[src/sv/crp_pkg.sv]
`timescale 1ns / 1ps
package crp_pkg;
   localparam int MaxPoints = 256;
   localparam int FracBits = 16;
   localparam int IdxW = $clog2(MaxPoints);
   localparam int CntW = IdxW + 1;
   localparam int CoordW = 32;
   localparam int CoefW = CoordW + 4;
   localparam int ProdW = CoefW + FracBits + 1;

   typedef enum logic [1:0] {
      CMD_CLEAR = 2'd0,
      CMD_APPEND = 2'd1,
      CMD_WRITE = 2'd2,
      CMD_EVAL = 2'd3
   } cmd_type;

   typedef enum logic [1:0] {
      ST_OK = 2'd0,
      ST_FULL = 2'd1,
      ST_EMPTY = 2'd2,
      ST_RANGE = 2'd3
   } status_type;

   typedef enum logic [2:0] {
      OP_NONE,
      OP_STORE,
      OP_COPY,
      OP_SPLINE
   } op_type;

   typedef struct packed {
      op_type op;
      status_type status;
      logic [CntW-1:0] held;
      logic [IdxW-1:0] wr_idx;
      logic [IdxW-1:0] i0;
      logic [IdxW-1:0] i1;
      logic [IdxW-1:0] i2;
      logic [IdxW-1:0] i3;
      logic [CoordW-1:0] px;
      logic [CoordW-1:0] py;
      logic [CoordW-1:0] pz;
      logic [FracBits-1:0] frac;
   } task_type;

   typedef enum logic [2:0] {
      BK_IDLE,
      BK_READ,
      BK_MUL,
      BK_SUM,
      BK_OUT
   } back_state_type;
endpackage

[src/sv/crp_if.sv]
`timescale 1ns / 1ps
interface crp_req_if;
   logic valid;
   logic ready;
   logic [1:0] cmd;
   logic [7:0] point_index;
   logic signed [31:0] px;
   logic signed [31:0] py;
   logic signed [31:0] pz;
   logic [23:0] t_param;
   modport source (output valid, cmd, point_index, px, py, pz, t_param, input ready);
   modport sink (input valid, cmd, point_index, px, py, pz, t_param, output ready);
endinterface


[src/sv/crp_front.sv]
`timescale 1ns / 1ps
module crp_front import crp_pkg::*; (
   input logic clock,
   input logic reset,
   crp_req_if.sink req,
   output logic q_valid,
   input logic q_ready,
   output task_type q_task
);
   logic [CntW-1:0] held_ff, held_in;
   logic valid_ff, valid_in;
   task_type task_ff, task_in;
   logic take;
   logic [CntW-1:0] last;
   logic [IdxW-1:0] seg;
   logic [CntW-1:0] seg_w;

   // A single-entry queue decouples classification from the datapath.
   assign req.ready = !valid_ff || q_ready;
   assign take = req.valid && req.ready;
   assign q_valid = valid_ff;
   assign q_task = task_ff;
   assign last = held_ff - 1'b1;
   assign seg = req.t_param[FracBits +: IdxW];
   assign seg_w = {1'b0, seg};

   always_comb begin
      task_in = task_ff;
      held_in = held_ff;
      valid_in = valid_ff && !q_ready;
      if (take) begin
         valid_in = 1'b1;
         task_in.op = OP_NONE;
         task_in.status = ST_OK;
         task_in.px = req.px;
         task_in.py = req.py;
         task_in.pz = req.pz;
         task_in.frac = req.t_param[FracBits-1:0];
         task_in.wr_idx = req.point_index;
         task_in.i0 = last[IdxW-1:0];
         task_in.i1 = last[IdxW-1:0];
         task_in.i2 = last[IdxW-1:0];
         task_in.i3 = last[IdxW-1:0];
         case (cmd_type'(req.cmd))
            CMD_CLEAR: begin
               held_in = '0;
            end
            CMD_APPEND: begin
               if (held_ff >= CntW'(MaxPoints)) begin
                  task_in.status = ST_FULL;
               end else begin
                  task_in.op = OP_STORE;
                  task_in.wr_idx = held_ff[IdxW-1:0];
                  held_in = held_ff + 1'b1;
               end
            end
            CMD_WRITE: begin
               if ({1'b0, req.point_index} >= held_ff) begin
                  task_in.status = ST_RANGE;
               end else begin
                  task_in.op = OP_STORE;
               end
            end
            default: begin
               if (held_ff == '0) begin
                  task_in.status = ST_EMPTY;
               end else if (req.t_param[23:FracBits] >= 8'(last)
                            || seg_w >= last) begin
                  task_in.op = OP_COPY;
               end else begin
                  task_in.op = OP_SPLINE;
                  task_in.i1 = seg;
                  task_in.i0 = (seg == '0) ? seg : seg - 1'b1;
                  task_in.i2 = seg + 1'b1;
                  task_in.i3 = (seg_w + 2'd2 > last) ? last[IdxW-1:0] : seg + 2'd2;
               end
            end
         endcase
         task_in.held = held_in;
      end
   end

   always_ff @(posedge clock) begin
      if (reset) begin
         held_ff <= '0;
         valid_ff <= 1'b0;
      end else begin
         held_ff <= held_in;
         valid_ff <= valid_in;
      end
      task_ff <= task_in;
   end
endmodule

[src/flat_wrapper.sv]
// flat-port wrapper written by rule: the top's interface ports become plain ports
module crp_front_flat import crp_pkg::*;
  (clock, reset, q_valid, q_ready, q_task, req_valid, req_cmd, req_point_index, req_px, req_py, req_pz, req_t_param, req_ready);
  crp_req_if req_i ();
  input logic clock;
  input logic reset;
  output logic q_valid;
  input logic q_ready;
  output task_type q_task;
  input wire logic [$bits(req_i.valid)-1:0] req_valid;
  input wire logic [$bits(req_i.cmd)-1:0] req_cmd;
  input wire logic [$bits(req_i.point_index)-1:0] req_point_index;
  input wire logic [$bits(req_i.px)-1:0] req_px;
  input wire logic [$bits(req_i.py)-1:0] req_py;
  input wire logic [$bits(req_i.pz)-1:0] req_pz;
  input wire logic [$bits(req_i.t_param)-1:0] req_t_param;
  output wire logic [$bits(req_i.ready)-1:0] req_ready;
  assign req_i.valid = req_valid;
  assign req_i.cmd = req_cmd;
  assign req_i.point_index = req_point_index;
  assign req_i.px = req_px;
  assign req_i.py = req_py;
  assign req_i.pz = req_pz;
  assign req_i.t_param = req_t_param;
  assign req_ready = req_i.ready;
  crp_front u_core (.clock(clock), .reset(reset), .req(req_i), .q_valid(q_valid), .q_ready(q_ready), .q_task(q_task));
endmodule
[config.mk]
export PLATFORM = sky130hd
export DESIGN_NAME = crp_front_flat
export DESIGN_NICKNAME = d
export VERILOG_FILES = /design/src/sv/crp_pkg.sv /design/src/sv/crp_if.sv /design/src/sv/crp_front.sv /design/src/flat_wrapper.sv
export SDC_FILE = /design/constraint.sdc
export NUM_CORES = 1
export LEC_CHECK = 0
export ABC_AREA = 1
export BUFFER_PORTS_ARGS = -buffer_cell sky130_fd_sc_hd__buf_2
export CORE_MARGIN = 2
export CORE_UTILIZATION = 44
export CTS_CLUSTER_DIAMETER = 150
export DETAILED_ROUTE_END_ITERATION = 16
export GPL_TIMING_DRIVEN = 1
export PLACE_DENSITY = 0.79
export SYNTH_ARGS = -nofsm -noshare
export SYNTH_HDL_FRONTEND = slang
export SYNTH_SLANG_ARGS = --single-unit
[constraint.sdc]
create_clock -name clock -period 3.45 [get_ports clock]
set_clock_uncertainty 0.15 [all_clocks]
set_input_delay 0.345 -clock clock [delete_from_list [all_inputs] [get_ports clock]]
set_output_delay 0.345 -clock clock [all_outputs]
set_load 0.02 [all_outputs]
=== Word-level counts from Yosys, hierarchy flattened ===
Index checks and enable logic that the tools add are counted.

* Output and inout port bits: 168
* Word-level logic and storage cells: 55
* Register bits after elaboration: 176
* Input port bits: 134

* Mux-type cells: 18
* Reduce and logical (&&, ||, !) cells: 10
* Order comparisons: 5
* Add/sub/neg operators: 6
* Equality and inequality tests: 2

{| class="wikitable"
|+ Operators by type and width
! cell !! count
|-
| 32-bit two-way mux || 3
|-
| 8-bit two-way mux || 4
|-
| 8-bit by 9-bit greater-or-equal comparator with 1-bit output || 2
|-
| 9-bit case mux with 2 select lines || 1
|-
| 5-bit case mux with 3 select lines || 1
|-
| 8-bit by 2-bit adder with 9-bit output (second input constant) || 1
|-
| 9-bit by 1-bit adder with 9-bit output (second input constant) || 1
|-
| 9-bit greater-or-equal comparator (second input constant) || 1
|-
| 9-bit greater-than comparator || 1
|-
| 9-bit zero test || 1
|-
| 9-bit two-way mux || 1
|-
| 9-bit by 1-bit subtractor with 9-bit output (second input constant) || 1
|-
| 8-bit by 1-bit adder with 8-bit output (second input constant) || 1
|-
| 8-bit by 2-bit adder with 8-bit output (second input constant) || 1
|-
| 8-bit greater-or-equal comparator || 1
|-
| 8-bit zero test || 1
|-
| 8-bit by 1-bit subtractor with 8-bit output (second input constant) || 1
|-
| 1-bit two-way mux || 5
|-
| 2-bit two-way mux || 2
|-
| 3-bit two-way mux || 1
|-
| 3-bit OR reduction || 1
|-
| 2-bit by 1-bit == test with 1-bit output (second input constant) || 1
|-
| 2-bit == test (second input constant) || 1
|-
| 1-bit logical AND || 2
|-
| 3 further kinds || 5
|}

=== Depth between registers and ports, before layout ===
Gate-level depths: netlist of the first run.

* Depth in word-level cells: 6
* Gate-level depth with buffers: 19

=== Worst setup path after synthesis of the first run ===
OpenSTA, ideal clock, no wires.

* Path kind: reg2reg
* Start point: register u_core.valid_ff, in the netlist u_core.q_valid
* End point: register u_core.held_ff[5]
* Path slack: -0.040 ns
* Cell stages (with the launch flop): 7
* Library setup time: 0.096 ns
* Arrival time: 3.244 ns
* Period minus slack after synthesis: 3.490 ns
* Cell sequence: dfxtp_1 -> nand2_1 -> nand2_1 -> inv_1 -> buf_2 -> o21ai_0 -> a21oi_1

* Longest elaborated chain between the ends: 3

{| class="wikitable"
|+ Ends and longest elaborated chain
! what !! RTL line !! RTL
|-
| start, declared || crp_front.sv:11 || <nowiki>logic valid_ff, valid_in;</nowiki>
|-
| start signal, assigned || crp_front.sv:89 || <nowiki>valid_ff <= valid_in;</nowiki>
|-
| 1-bit zero test || crp_front.sv:19 || <nowiki>assign req.ready = !valid_ff || q_ready;</nowiki>
|-
| 1-bit logical OR || crp_front.sv:19 ||
|-
| via req_ready || flat_wrapper.sv:17 || <nowiki>output wire logic [$bits(req_i.ready)-1:0] req_ready;</nowiki>
|-
| 1-bit logical AND || crp_front.sv:20 || <nowiki>assign take = req.valid && req.ready;</nowiki>
|-
| via u_core.take || crp_front.sv:13 || <nowiki>logic take;</nowiki>
|-
| end signal, assigned || crp_front.sv:88 || <nowiki>held_ff <= held_in;</nowiki>
|-
| end, declared || crp_front.sv:10 || <nowiki>logic [CntW-1:0] held_ff, held_in;</nowiki>
|}

The timed path passes the listed nets, and every way through them passes these cells.
A chain may end at the register's enable or synchronous reset.

=== Worst setup path in the final report of the first run ===
* Start point: register u_core.held_ff[1]
* End point: register u_core.task_ff, in the netlist u_core.q_task[131], data pin

* Longest elaborated chain between the ends: 6

{| class="wikitable"
|+ Ends and longest elaborated chain
! what !! RTL line !! RTL
|-
| 9-bit by 1-bit subtractor with 9-bit output || crp_front.sv:23 || <nowiki>assign last = held_ff - 1'b1;</nowiki>
|-
| 8-bit by 9-bit greater-or-equal comparator with 1-bit output or 8-bit greater-or-equal comparator (tied branches) || crp_front.sv:68, crp_front.sv:67 ||
|-
| 1-bit logical OR || crp_front.sv:68 || <nowiki>|| seg_w >= last) begin</nowiki>
|-
| 32-bit two-way mux || crp_front.sv:67 || <nowiki>end else if (req.t_param[23:FracBits] >= 8'(last)</nowiki>
|-
| 32-bit two-way mux || crp_front.sv:65 || <nowiki>if (held_ff == '0) begin</nowiki>
|-
| 32-bit two-way mux * || crp_front.sv:44 || <nowiki>case (cmd_type'(req.cmd))</nowiki>
|-
| end signal, assigned || crp_front.sv:91 || <nowiki>task_ff <= task_in;</nowiki>
|-
| end, declared || crp_front.sv:12 || <nowiki>task_type task_ff, task_in;</nowiki>
|}

Every way passes the cells marked *; elsewhere a longest branch is shown, timed or not.

==> results of run 1 <==
[timing repair]
item	4_1_cts	5_1_grt
buffers inserted	0	0
hold buffers	114	0
gates resized for setup	0	1
endpoints found under the setup margin	0	13
hold endpoints to repair	114	0
[metrics by stage]
| step | hold WS (ns) | instances | worst slack [ns] |
|---|---|---|---|
| 2_1_floorplan | 0.264 | 561 | 0.457 |
| 3_3_place_gp | 0.339 | 1079 | 0.432 |
| 3_5_place_dp | 0.354 | 1079 | 0.300 |
| 4_1_cts | 0.0523 | 1225 | 0.243 |
| 5_1_grt | 0.0773 | 1229 | 0.00214 |
| 6_report | 0.0717 | 1229 | 0.278 |
[layout by cell type (no fill, tap or decap), types with 15 or more instances in the layout]
cell type / count
edfxtp_1: 165
dlygate4sd3_1: 114
nand2_1: 79
inv_1: 56
nand3_1: 20
nor2_1: 39
o21ai_0: 32
a21oi_1: 41
xor2_1: 15
clkbuf_16: 17
ha_1: 32
buf_2: 300
[kinds of logic (layout without fill, tap and decap cells)]
kind of cell | count (synthesis) | in the layout | share of synthesized area (%)
xor+xnor | 17 | 17 | 2.04
compound gates | 85 | 85 | 6.33
simple gates | 175 | 175 | 11.0
fa+ha+maj | 32 | 32 | 5.49
flops | 175 | 175 | 70.6
other cells | 1 | 5 | 0.0514
buf+inv | 76 | 520 | 4.41
[final timing paths]
kind                                                     start                              to  cells after the start
worst max-delay path            u_core.held_ff[1]$_SDFFE_PP0P_    u_core.q_task[131]$_DFFE_PP_                     16
worst min-delay path                        req_point_index[5]    u_core.q_task[149]$_DFFE_PP_                      3
worst max register to register  u_core.held_ff[1]$_SDFFE_PP0P_    u_core.q_task[131]$_DFFE_PP_                     16
worst min register to register  u_core.held_ff[3]$_SDFFE_PP0P_  u_core.held_ff[3]$_SDFFE_PP0P_                      2
[Yosys cell counts, types with 2 or more instances]
master	count	area share (%)
nor2_2	5	0.43
inv_2	5	0.26
buf_4	3	0.31
dfxtp_1	10	2.7
edfxtp_1	165	68
a21oi_1	41	2.8
ha_1	32	5.5
nand2_2	5	0.43
inv_1	57	2.9
buf_6	3	0.46
o21ai_0	32	2.2
xor2_1	15	1.8
nand3_2	2	0.27
nor3_1	5	0.34
clkbuf_1	3	0.15
o21ai_2	3	0.36
clkinv_1	3	0.15
o22ai_1	2	0.17
nor2_1	39	2.0
nand3b_1	3	0.31
a21oi_2	4	0.48
nand2_1	79	4.1
xnor2_1	2	0.24
nand3_1	20	1.4
buf_2	2	0.14
nand4_1	11	0.94
[metal layers]
| layer | global-route usage (%) | wire length [µm] | vias to the layer above |
|---|---|---|---|
| li1 | - | - | 2840 |
| met1 | 28.6 | 8400 | 2919 |
| met2 | 46.6 | 12100 | 259 |
| met3 | 7.20 | 1560 | 43 |
| met4 | 9.20 | 542 | 0 |
| met5 | 0 | 0 | - |
[registers in the layout, indices dropped and copies added (netlist names)]
| name | count |
|---|---|
| u_core.q_task | 165 |
| u_core.q_valid | 1 |
| u_core.held_ff | 9 |
[power breakdown]
part | internal (mW) | switching [mW] | total (mW)
sequential | 2.53 | 0.0639 | 2.60
combinational | 0.406 | 0.676 | 1.08
clock | 0.959 | 0.914 | 1.87
total | 3.90 | 1.65 | 5.55
[worst max-delay path: stages, from the launching register on]
cell and delay, ns:
dfxtp_1 0.36, inv_1 0.15, ha_1 0.22, nand3_2 0.12
nor2_1 0.13, nand2_1 0.07, xor2_1 0.18, inv_1 0.09
ha_1 0.27, nand2_1 0.09, nor2_1 0.07, nand4_1 0.18
nand3_2 0.16, nor2_8 0.25, buf_12 0.20, nor2_1 0.08
a21oi_1 0.22
[area by class of cell]
type                       instances  area (µm²)
clock buffer                      17         425
multi-input combinational        310        1820
antenna                            4        10.0
timing repair buffer             423        2740
fill                            1225        5590
tap                              220         275
inverter                          65         249
clock inverter                    15         145
sequential                       175        5150
==> summary.txt, run 1 <==
Floorplanning
  – Rows: 47
  – Top-level port count: 302
  – Die area: 0.0176 mm²
  – Die H: 133 µm
  – Core Region: 0.0164 mm²
  – Width of the die: 133 µm
  – Initial Util: 44.5%

Detailed routing
  – Drt total wl: 22600 µm
  – Number of routed nets with antenna violations: 0
  – First drt pass iteration count: 5
  – Via Count: 6061
  – Routed vias/inst: 4.93
  – Drt drc: 0
  – First DRT Iteration DRCs: 465
  – DR WL/cell: 18.4 µm

Timing
  – RSZ-0062 raised after global routing: false
  – Worst rel slew slack: 56.5%
  – Final slew viol count: 0
  – Setup tns final: 0 ns
  – Minimum clock period: 3.17 ns
  – Tcrit/Tclk final: 91.9%
  – Final Hold Vio Count: 0
  – Least-Margin Pin Slew: 0.653 ns
  – Final setup vio count: 0
  – Fmax: 315 MHz

Worst setup path
  – Crit path arrival time: 3.27 ns
  – Critical path startpoint category: flop
  – Worst Path Required: 3.55 ns
  – Setup Crit Path Kind: reg2reg
  – Crit-path max FO: 23
  – Internal reg-to-reg setup slack: 0.28 ns
  – Setup crit end kind: flop

Outcome
  – Status: completed

Cells and area
  – Finished Core Util: 65.9%
  – Nets: 1158
  – Share of layout cells above drive strength 1: 36.7%
  – Area Growth Syn to Fin: 48.2%
  – Fin area: 0.0108 mm²

Run
  – Max Cap Viol: 0

Synthesis
  – Post-Syn Area: 0.00730 mm²
  – Syn Inst Count: 561
  – Top_reg_cell synth: edfxtp_1
  – Unique cell type count in the Yosys netlist: 36
  – Syn Nets: 727
  – Post-synth EDFFs: 165
  – Ys async rst share: 0%
  – Synth Warn #: 0
  – #FFs+latches synth: 175
  – Syn avg cell area: 13.0 µm²
  – Seq/Total Area, Yosys: 70.6%

Global routing
  – Largest net degree at the start of global routing: 76
  – First-pass GRT wire length: 33200 µm
  – Vias in the first global route: 5851
  – Initial antenna violation count: 4
  – GRT Total Usage: 25.6%
  – GR Overflow Total: 0

Place
  – Post-DP Area: 0.00909 mm²
  – Gpl congestion: 0.910
  – Buffers added on ports: 300
  – DP HPWL: 15200 µm

Worst hold path
  – HP Class: in2reg

CTS
  – Worst-path clk slew: 0.07 ns
  – Clk_lat worst skew: 0.43 ns
  – CTS tree: yes
  – H-tree depth: 4
  – Total clock sinks: 175
  – CTS root buffer: clkbuf_16
  – CTS Buf Count: 17
  – CTS Buffer Depth: 2

Power and ir drop
  – PwrDens: 513 mW/mm²
  – Total power: 5.55 mW
  – Leak: 4.78 nW
  – VDD IR max: 0.000409 V
No activity file was read; power rests on OpenSTA's default activity.
==> inputs of run 2 (changes only) <==
- CORE_MARGIN: 2 -> 5
- MAX_ROUTING_LAYER: unset -> met4
- PLACE_DENSITY: 0.79 -> 0.84
==> run 2 against run 1 <==
Compared with the run above: clock power grew 2%; sequential share of layout area is 0.21 points lower; register-to-register slack better by 0.05 ns; non-clock buffer count grew 1; global-route usage is essentially flat; worst hold slack got worse by 0.0096 ns; first-iteration DRC count down 6.2%; die area up 9.2%; sequential cell count is the same.
==> summary.txt, run 2 (same netlist as run 1, synthesis figures left out) <==
Global routing
  – Vias in the first global route: 6353 (was 5851)
  – Initial antenna violation count: 7 (was 4)
  – First-pass GRT wire length: 36600 µm (was 33200 µm)
  – Largest net degree at the start of global routing: 73 (was 76)
  – GRT Total Usage: 25.6% (about the same)
  – GR Overflow Total: 0 (unchanged)

Power and ir drop
  – VDD IR max: 0.000362 V (was 0.000409 V)
  – PwrDens: 515 mW/mm² (was 513 mW/mm²)
  – Leak: 4.81 nW (was 4.78 nW)
  – Total power: 5.60 mW (was 5.55 mW)

Detailed routing
  – Drt total wl: 24200 µm (was 22600 µm)
  – First DRT Iteration DRCs: 436 (was 465)
  – Drt drc: 0 (unchanged)
  – Via Count: 6149 (was 6061)
  – First drt pass iteration count: 6 (was 5)
  – Number of routed nets with antenna violations: 0 (unchanged)
  – Routed vias/inst: 4.98 (was 4.93)
  – DR WL/cell: 19.6 µm (was 18.4 µm)

Timing
  – Fmax: 320 MHz (was 315 MHz)
  – Minimum clock period: 3.13 ns (was 3.17 ns)
  – RSZ-0062 raised after global routing: false (unchanged)
  – Setup tns final: 0 ns (unchanged)
  – Least-Margin Pin Slew: 0.652 ns (was 0.653 ns)
  – Final slew viol count: 0 (unchanged)
  – Worst rel slew slack: 56.5% (about the same)
  – Tcrit/Tclk final: 90.6% (was 91.9%)
  – Final setup vio count: 0 (unchanged)
  – Final Hold Vio Count: 0 (unchanged)

Cells and area
  – Max reg flops: 165 (unchanged)
  – Most common cell after layout, fill and taps aside: buf_2 (unchanged)
  – Share of layout cells above drive strength 1: 36.8% (was 36.7%)
  – Most frequent cells in the layout: buf_2, edfxtp_1, dlygate4sd3_1 (unchanged)
  – Area Growth Syn to Fin: 48.9% (was 48.2%)
  – Multi-input logic area: 0.00182 mm² (unchanged)
  – Fillers: 1182 (was 1225)
  – FF+latch area: 0.00515 mm² (unchanged)
  – Nets: 1159 (was 1158)

CTS
  – CTS Buffer Depth: 2 (unchanged)
  – CTS Buf Count: 17 (unchanged)
  – H-tree depth: 4 (unchanged)
  – Setup Buffers After CTS: 0 (unchanged)
  – Clk_lat worst skew: 0.43 ns (about the same)
  – CTS tree: yes (unchanged)
  – Worst-path clk slew: 0.07 ns (about the same)
  – CTS root buffer: clkbuf_16 (unchanged)
  – Total clock sinks: 175 (unchanged)

Worst hold path
  – Worst Hold Path Cells: 4 (was 3)
  – HP Class: in2reg (unchanged)

Run
  – Max Cap Viol: 0 (unchanged)

Floorplanning
  – Core Region: 0.0164 mm² (unchanged)
  – Rows: 47 (unchanged)
  – Die area: 0.0193 mm² (was 0.0176 mm²)
  – Width of the die: 139 µm (was 133 µm)
  – Top-level port count: 302 (unchanged)
  – Initial Util: 44.5% (unchanged)
  – Die H: 139 µm (was 133 µm)

Worst setup path
  – Worst Path Required: 3.47 ns (was 3.55 ns)
  – Worst reg2reg path depth: 16 (unchanged)
  – Crit path arrival time: 3.15 ns (was 3.27 ns)
  – Critical path startpoint category: flop (unchanged)
  – Setup Crit Path Kind: reg2reg (unchanged)
  – Setup crit end kind: flop (unchanged)
  – Crit-path max FO: 36 (was 23)

Place
  – Gpl congestion: 0.919 (was 0.910)
  – DP HPWL: 16200 µm (was 15200 µm)
  – Buffers added on ports: 300 (unchanged)

Outcome
  – Status: completed (unchanged)
==> run 2: report_power, final <==
part | switching, mW | leakage (nW) | internal, mW
Sequential | 0.0568 | 1.68 | 2.53
Clock | 0.933 | 0.288 | 0.977
Combinational | 0.692 | 2.84 | 0.409
Total | 1.68 | 4.81 | 3.92
==> run 2: stage by stage <==
stage | cells | setup slack [ns] | instance area, µm² | hold WS, ns | utilization (%)
finish | 1235 | 0.324 | 10900 | 0.0621 | 66.2
global route | 1235 | 0.0930 | 10900 | 0.0792 | 66.2
CTS | 1226 | 0.295 | 10800 | 0.0445 | 66.1
detailed placement | 1080 | 0.374 | 9110 | 0.355 | 55.5
global placement | 1080 | 0.485 | 9110 | 0.338 | 55.5
floorplan | 561 | 0.457 | 7300 | 0.264 | -
==> run 2: final cells by class <==
cell class	count	share of cell area [%]
Tap cell	220	2.53
Antenna cell	9	0.207
Sequential cell	175	47.4
Timing Repair Buffer	424	25.4
Multi-Input combinational cell	310	16.8
Clock buffer	18	3.95
Clock inverter	14	1.45
Inverter	65	2.29
==> run 2: path summary, 6_finish.rpt <==
path / start / endpoint / slack (ns)
worst min-delay path: q_ready / u_core.q_valid$_SDFF_PP0_ / 0.06
worst min register to register: u_core.q_valid$_SDFF_PP0_ / u_core.q_valid$_SDFF_PP0_ / 0.37
worst max-delay path: u_core.held_ff[1]$_SDFFE_PP0P_ / u_core.q_task[124]$_DFFE_PP_ / 0.32
worst max register to register: u_core.held_ff[1]$_SDFFE_PP0P_ / u_core.q_task[124]$_DFFE_PP_ / 0.32
==> run 2: timing repair <==
| item | 4_1_cts | 5_1_grt |
|---|---|---|
| hold buffers | 114 | 0 |
| endpoints found under the hold margin | 114 | 0 |
| endpoints found under the setup margin | 0 | 8 |
| gates resized for setup | 0 | 1 |
==> run 2: layer usage <==
layer	GRT usage, %	share of wire (%)
met1	27.2	36
met2	45.6	54
met3	6.69	7.3
met4	9.84	3.4
met5	-	0
==> run 2: critical path, stage by stage (launching register included) <==
cell	delay [ns]
dfxtp_1	0.35
inv_1	0.17
ha_1	0.25
nand3_2	0.12
nor2_1	0.14
nand2_1	0.08
xor2_1	0.16
inv_1	0.10
ha_1	0.28
nand2_1	0.06
nor2_1	0.13
nand4_1	0.18
nand3_2	0.19
nor2_8	0.05
buf_12	0.16
nor2_1	0.20
a21oi_1	0.08
